`config.mk`:
```
export PLATFORM = sky130hd
export DESIGN_NAME = stable_priority_queue
export DESIGN_NICKNAME = d
export VERILOG_FILES = /design/src/rtl/spq_pkg.sv /design/src/rtl/spq_ctrl.sv /design/src/rtl/spq_datapath.sv /design/src/rtl/stable_priority_queue.sv
export SDC_FILE = /design/constraint.sdc
export NUM_CORES = 2
export LEC_CHECK = 0
export BUFFER_PORTS_ARGS = -buffer_cell sky130_fd_sc_hd__buf_4
export CORE_AREA = 8 8 462 464
export CTS_BUF_LIST = sky130_fd_sc_hd__clkbuf_16
export DETAILED_ROUTE_END_ITERATION = 16
export DIE_AREA = 0 0 470 472
export RECOVER_POWER = 50
export SLEW_MARGIN = 0
export SYNTH_ARGS = -nofsm -noshare
export SYNTH_HDL_FRONTEND = slang
export SYNTH_SLANG_ARGS = --single-unit
```
`constraint.sdc`:
```
create_clock -name clk -period 6.82 [get_ports clk]
set_input_delay 1.023 -clock clk [delete_from_list [all_inputs] [get_ports clk]]
set_output_delay 1.023 -clock clk [all_outputs]
set_load 0.01 [all_outputs]
```
`src/rtl/spq_pkg.sv`:
```
package spq_pkg;

  localparam int SPQ_DEPTH   = 16;
  localparam int ID_W        = 37;
  localparam int TICKET_W    = 14;
  localparam int PRIO_W      = 4;
  localparam int STATUS_W    = 2;
  localparam int OCC_W       = 5;

  localparam logic CMD_INSERT = 1'b0;
  localparam logic CMD_POP    = 1'b1;

  localparam logic [STATUS_W-1:0] ST_INSERTED = 2'd0;
  localparam logic [STATUS_W-1:0] ST_DROPPED  = 2'd1;
  localparam logic [STATUS_W-1:0] ST_POPPED   = 2'd2;
  localparam logic [STATUS_W-1:0] ST_EMPTY    = 2'd3;

  localparam logic [2:0] OP_NONE   = 3'd0;
  localparam logic [2:0] OP_INSERT = 3'd1;
  localparam logic [2:0] OP_DROP   = 3'd2;
  localparam logic [2:0] OP_POP    = 3'd3;
  localparam logic [2:0] OP_EMPTY  = 3'd4;

  typedef struct packed {
    logic                command;
    logic [ID_W-1:0]     entry_id;
    logic [TICKET_W-1:0] ticket_number;
    logic [PRIO_W-1:0]   priority_req;
  } spq_req_t;

  typedef struct packed {
    logic [STATUS_W-1:0] status;
    logic [ID_W-1:0]     out_id;
    logic [TICKET_W-1:0] out_ticket;
    logic [PRIO_W-1:0]   out_priority;
    logic [OCC_W-1:0]    occupancy;
  } spq_rsp_t;

  typedef struct packed {
    logic [ID_W-1:0]     id;
    logic [TICKET_W-1:0] ticket;
    logic [PRIO_W-1:0]   prio;
  } spq_slot_t;

  // controller -> datapath
  typedef struct packed {
    logic       load;
    logic [2:0] op;
  } spq_ctrl_t;

  // datapath -> controller
  typedef struct packed {
    logic is_pop;
    logic full;
    logic empty;
  } spq_stat_t;

endpackage

```
`src/rtl/spq_ctrl.sv`:
```
module spq_ctrl (
  input  logic              clk,
  input  logic              rst,
  input  logic              start,
  output logic              busy,
  output logic              done,
  input  spq_pkg::spq_stat_t stat,
  output spq_pkg::spq_ctrl_t ctrl
);
  import spq_pkg::*;

  localparam logic S_IDLE = 1'b0;
  localparam logic S_EXEC = 1'b1;

  logic state;
  logic state_next;

  assign busy = (state != S_IDLE);

  always_comb begin
    state_next = state;
    ctrl.load  = 1'b0;
    ctrl.op    = OP_NONE;
    unique case (state)
      S_IDLE: begin
        if (start) begin
          ctrl.load  = 1'b1;
          state_next = S_EXEC;
        end
      end
      S_EXEC: begin
        if (stat.is_pop) begin
          ctrl.op = stat.empty ? OP_EMPTY : OP_POP;
        end else begin
          ctrl.op = stat.full ? OP_DROP : OP_INSERT;
        end
        state_next = S_IDLE;
      end
      default: state_next = S_IDLE;
    endcase
  end

  always_ff @(posedge clk) begin
    if (rst) begin
      state <= S_IDLE;
      done  <= 1'b0;
    end else begin
      state <= state_next;
      done  <= (state == S_EXEC);
    end
  end

endmodule

```
`src/rtl/spq_datapath.sv`:
```
module spq_datapath #(
  parameter int DEPTH = spq_pkg::SPQ_DEPTH
) (
  input  logic               clk,
  input  logic               rst,
  input  spq_pkg::spq_req_t  req,
  input  spq_pkg::spq_ctrl_t ctrl,
  output spq_pkg::spq_stat_t stat,
  output spq_pkg::spq_rsp_t  rsp
);
  import spq_pkg::*;

  localparam int CW = $clog2(DEPTH + 1);

  spq_req_t       req_q;
  spq_slot_t      slots [DEPTH];
  spq_slot_t      slots_next [DEPTH];
  logic [CW-1:0]  count;
  logic [CW-1:0]  count_next;
  logic [DEPTH-1:0] gt;
  logic [DEPTH-1:0] gt_prev;
  spq_slot_t      new_slot;

  assign stat.is_pop = (req_q.command == CMD_POP);
  assign stat.full   = (count == CW'(DEPTH));
  assign stat.empty  = (count == '0);

  assign new_slot.id     = req_q.entry_id;
  assign new_slot.ticket = req_q.ticket_number;
  assign new_slot.prio   = req_q.priority_req;

  // stored entries that must move behind the new one; sorted, so gt is a
  // contiguous run ending at count-1
  always_comb begin
    for (int k = 0; k < DEPTH; k++) begin
      gt[k] = (CW'(k) < count) && (slots[k].prio > req_q.priority_req);
    end
  end

  // gt of the slot in front; slot 0 has none
  assign gt_prev = {gt[DEPTH-2:0], 1'b0};

  always_comb begin
    count_next = count;
    for (int k = 0; k < DEPTH; k++) begin
      slots_next[k] = slots[k];
    end
    unique case (ctrl.op)
      OP_INSERT: begin
        count_next = count + CW'(1);
        for (int k = 0; k < DEPTH; k++) begin
          if (gt_prev[k]) begin
            slots_next[k] = slots[k-1];
          end else if (gt[k] || CW'(k) == count) begin
            slots_next[k] = new_slot;
          end
        end
      end
      OP_POP: begin
        count_next = count - CW'(1);
        for (int k = 0; k < DEPTH - 1; k++) begin
          slots_next[k] = slots[k+1];
        end
      end
      OP_NONE, OP_DROP, OP_EMPTY: ;
      default: ;
    endcase
  end

  always_ff @(posedge clk) begin
    if (ctrl.load) begin
      req_q <= req;
    end
    for (int k = 0; k < DEPTH; k++) begin
      slots[k] <= slots_next[k];
    end
    if (ctrl.op != OP_NONE) begin
      rsp.out_id       <= '0;
      rsp.out_ticket   <= '0;
      rsp.out_priority <= '0;
      rsp.occupancy    <= OCC_W'(count_next);
      case (ctrl.op)
        OP_INSERT: rsp.status <= ST_INSERTED;
        OP_DROP:   rsp.status <= ST_DROPPED;
        OP_POP: begin
          rsp.status       <= ST_POPPED;
          rsp.out_id       <= slots[0].id;
          rsp.out_ticket   <= slots[0].ticket;
          rsp.out_priority <= slots[0].prio;
        end
        default:   rsp.status <= ST_EMPTY;
      endcase
    end
  end

  always_ff @(posedge clk) begin
    if (rst) begin
      count <= '0;
    end else begin
      count <= count_next;
    end
  end

endmodule

```
`src/rtl/stable_priority_queue.sv`:
```
// Channel   Ports              Handshake
// -------   -----------------  ---------------------------------------------
// command   start, busy, req   taken at a rising edge with start high, busy low
// result    done, rsp          valid for the single cycle that done is high
//
// Each item is handled in order: the command is registered, then all
// slots compare against its priority in parallel and shift in one step.
// done rises the cycle after that; a new item may be taken in that same cycle.
// Synchronous reset empties the queue; slot contents are not cleared.
// The result side has no stall: the result is shown for one cycle only.
module stable_priority_queue #(
  parameter int QUEUE_DEPTH = spq_pkg::SPQ_DEPTH
) (
  input  logic              clk,
  input  logic              rst,
  input  logic              start,
  output logic              busy,
  input  spq_pkg::spq_req_t req,
  output logic              done,
  output spq_pkg::spq_rsp_t rsp
);
  import spq_pkg::*;

  spq_ctrl_t ctrl;
  spq_stat_t stat;

  spq_ctrl u_ctrl (
    .clk   (clk),
    .rst   (rst),
    .start (start),
    .busy  (busy),
    .done  (done),
    .stat  (stat),
    .ctrl  (ctrl)
  );

  spq_datapath #(
    .DEPTH (QUEUE_DEPTH)
  ) u_datapath (
    .clk  (clk),
    .rst  (rst),
    .req  (req),
    .ctrl (ctrl),
    .stat (stat),
    .rsp  (rsp)
  );

endmodule

```
==> qor.csv <==
metric;value;unit
status;finished with violations;
violations;capacitance limit, slew limit;
first_pass_iters;5;
synth_fa_ha_area_share;1.69;%
required;7.16;ns
yosysWarnings;0;
endpoint_kind;register;
fmaxAchievable;174;MHz
synth_edf_count;998;
num_io_pins;123;
fin_crit_sh;84.4;%
setup_viol;0;
synthesis.area;51100;µm²
setup_ws;1.06;ns
cts_tree;yes;
ys_seq_elements;1005;
clk-insertion-delay-late;0.70;ns
yosys-mux-area-fraction;1.30;%
syn_inst;4480;
die_width;470;µm
clockBufferDepth;3;
synth_top_area_share;58.7;%
synthFlopType;edfxtp_1;
routabilityCongestion;0.795;
worst_pin_slew;3.25;ns
num-fill-cells;21400;
synthXorXnorAreaFrac;0.0686;%
synth_compound_gate_area_share;18.1;%
slew_headroom;-117;%
grt-ovfl-total;0;
synth-simple-area-share;14.4;%
fin_tns_setup;0;ns
wl_per_cell;23.6;µm
finalHoldViolations;0;
crit_path_max_fanout;56;
dp_hpwl;103000;µm
place.detailed.instances;6834;
clkSinkCount;1005;
worst_ep_arrival_time;6.09;ns
viasPerCell;5.56;
maxCapViolCount;15;
start_kind;register;
yosysTopAreaCell;edfxtp_1;
grt_usage;14.0;%
ant_nets;0;
synth_top_family_by_area;compound AO/OA/AOI/OAI gates;
rsz0062_at_grt;false;
nets;4358;
crit_chain;inv_1, ha_1, nand4_1, o31a_2, buf_4, o21a_1, clkbuf_1, o221ai_1;
min_path_type;input pin to register;
cpLargestDelayFamily;buffers and inverters;
skew;0.0232;ns
drive_gt1_share;8.22;%
core-area;206000;µm²
initial_core_util;24.8;%
fin_cells;7017;
holdWs;0.519;ns
post_cts_buffers;0;
yosysSeqAreaShare;58.9;%
cts-htree-levels;3;
drt_iter0_markers;5118;
synth.avg_cell_area;11.4;µm²
drv_slew;773;
power;14.4;mW
place_area;54100;µm²
cts-root-buf;clkbuf_16;
clk_pin_slew;0.07;ns
numPortBuffers;122;
grt_pass1_wl;249000;µm
numCtsBuffers;98;
drc_errors;0;
powerDensity;254;nW/µm²
min_period;5.76;ns
synth_area_leaders;edfxtp_1, o211ai_1, nand2_1, nand4_1, o2111ai_1;
post-place-ws;2.16;ns
rrSetupSlack;1.06;ns
crit_path_top_delay_cell;clkbuf_1;
area_growth;10.9;%
die_h;472;µm
postLayoutCellArea;56700;µm²
cpPeakStageDelay;1.96;ns
ir_drop;146;µV
worst-path-buf-inv;3;
vias;39000;
routed_wirelength;166000;µm
grt_max_degree;220;
cts_resized;0;
die-area;222000;µm²
critPathKind;register to register;
fin_util;27.5;%
async_reset_ff_share;0;%
num_rows;167;
antenna_found_initial;19;
synth_cell_types;55;
grt_pass1_vias;38200;
p_leak;15.7;nW
cts_hold_buf;0;
syn_nets;4608;
[cells in the mapped netlist (2+ instances only)]
cell type / count
and4_1: 7
nor2_1: 9
o2111ai_1: 275
nor3_1: 2
mux2_2: 58
o211a_1: 5
o311a_1: 2
inv_1: 28
nand4b_1: 5
clkbuf_2: 3
nor2b_1: 14
xnor2_1: 4
a31oi_1: 6
buf_1: 13
and2_1: 14
o21a_1: 5
o211ai_1: 813
edfxtp_1: 998
a21o_1: 7
a21oi_1: 20
ha_1: 69
and3_1: 55
buf_6: 32
o21ai_0: 10
nand2_1: 997
nand3_1: 16
or2_2: 2
o221ai_1: 16
buf_2: 160
clkbuf_1: 301
nand4_1: 444
a41oi_1: 13
dfxtp_1: 7
buf_4: 49
[sequential cells by signal (all words and copies together) (netlist names)]
register / cells
u_datapath.slots: 880
u_datapath.rsp: 62
u_datapath.count: 5
u_ctrl.busy: 1
u_datapath.new_slot: 55
u_ctrl.done: 1
u_datapath.stat: 1
[kinds of logic (layout without fill, tap and decap cells)]
logic type | count (synthesis) | in the layout
and+or+nand+nor | 1570 | 1570
muxes | 59 | 59
DFF | 1005 | 1005
xor gates and xnor gates | 4 | 4
other | 0 | 7
AOI/OAI and AO/OA | 1185 | 1185
adders and majority gates | 69 | 69
buffers and inverters | 588 | 414
[layout make-up]
cell class	count	area, µm²	share of cell area (%)
antenna	7	17.5	0.0309
clock buffer	101	2530	4.46
clock inverter	75	641	1.13
inverter	30	113	0.199
multi-input combinational	2887	18600	32.8
sequential	1005	30100	53.1
tap	2704	3380	5.97
timing repair buffer	208	1310	2.31
[layer usage]
metal / vias to the layer above / GRT usage [%] / routed length [µm]
li1: 17400 / - / -
met1: 19300 / 19.7 / 73000
met2: 2102 / 22.0 / 75300
met3: 260 / 2.09 / 13700
met4: 0 / 4.76 / 3980
met5: - / 0 / 0
[path summary, 6_finish.rpt]
path,start,endpoint,depth (start not counted)
worst min-delay path,req[5],u_datapath.new_slot[5],1
worst max-delay path,u_datapath.new_slot[1],u_datapath.slots[1][55],8
worst min register to register,u_datapath.slots[7][66],u_datapath.slots[7][11],2
worst max register to register,u_datapath.new_slot[1],u_datapath.slots[1][55],8
[where the power goes]
group          switching (mW)  internal (mW)  total [mW]
Clock                    2.45           3.06        5.51
Sequential              0.181           7.20        7.38
Combinational            1.09          0.413        1.50
[cells in the final DEF, fill, tap and decap left out, drive strengths merged, types with 5 or more instances in the layout]
master and n:
a31oi 6, clkinv 42, nand3 16, nand4 444
and3 55, diode 7, nor2b 14, o21a 5
a21oi 20, o211a 5, o21ai 10, nand4b 5
edfxtp 998, dfxtp 7, bufinv 10, o211ai 813
and2 14, o2111ai 275, buf 76, o221ai 16
and4 7, a41oi 13, clkbuf 233, mux2 58
nand2 998, a21o 7, inv 49, ha 69
nor2 9
Note: power is estimated with default switching activity, not from simulation.
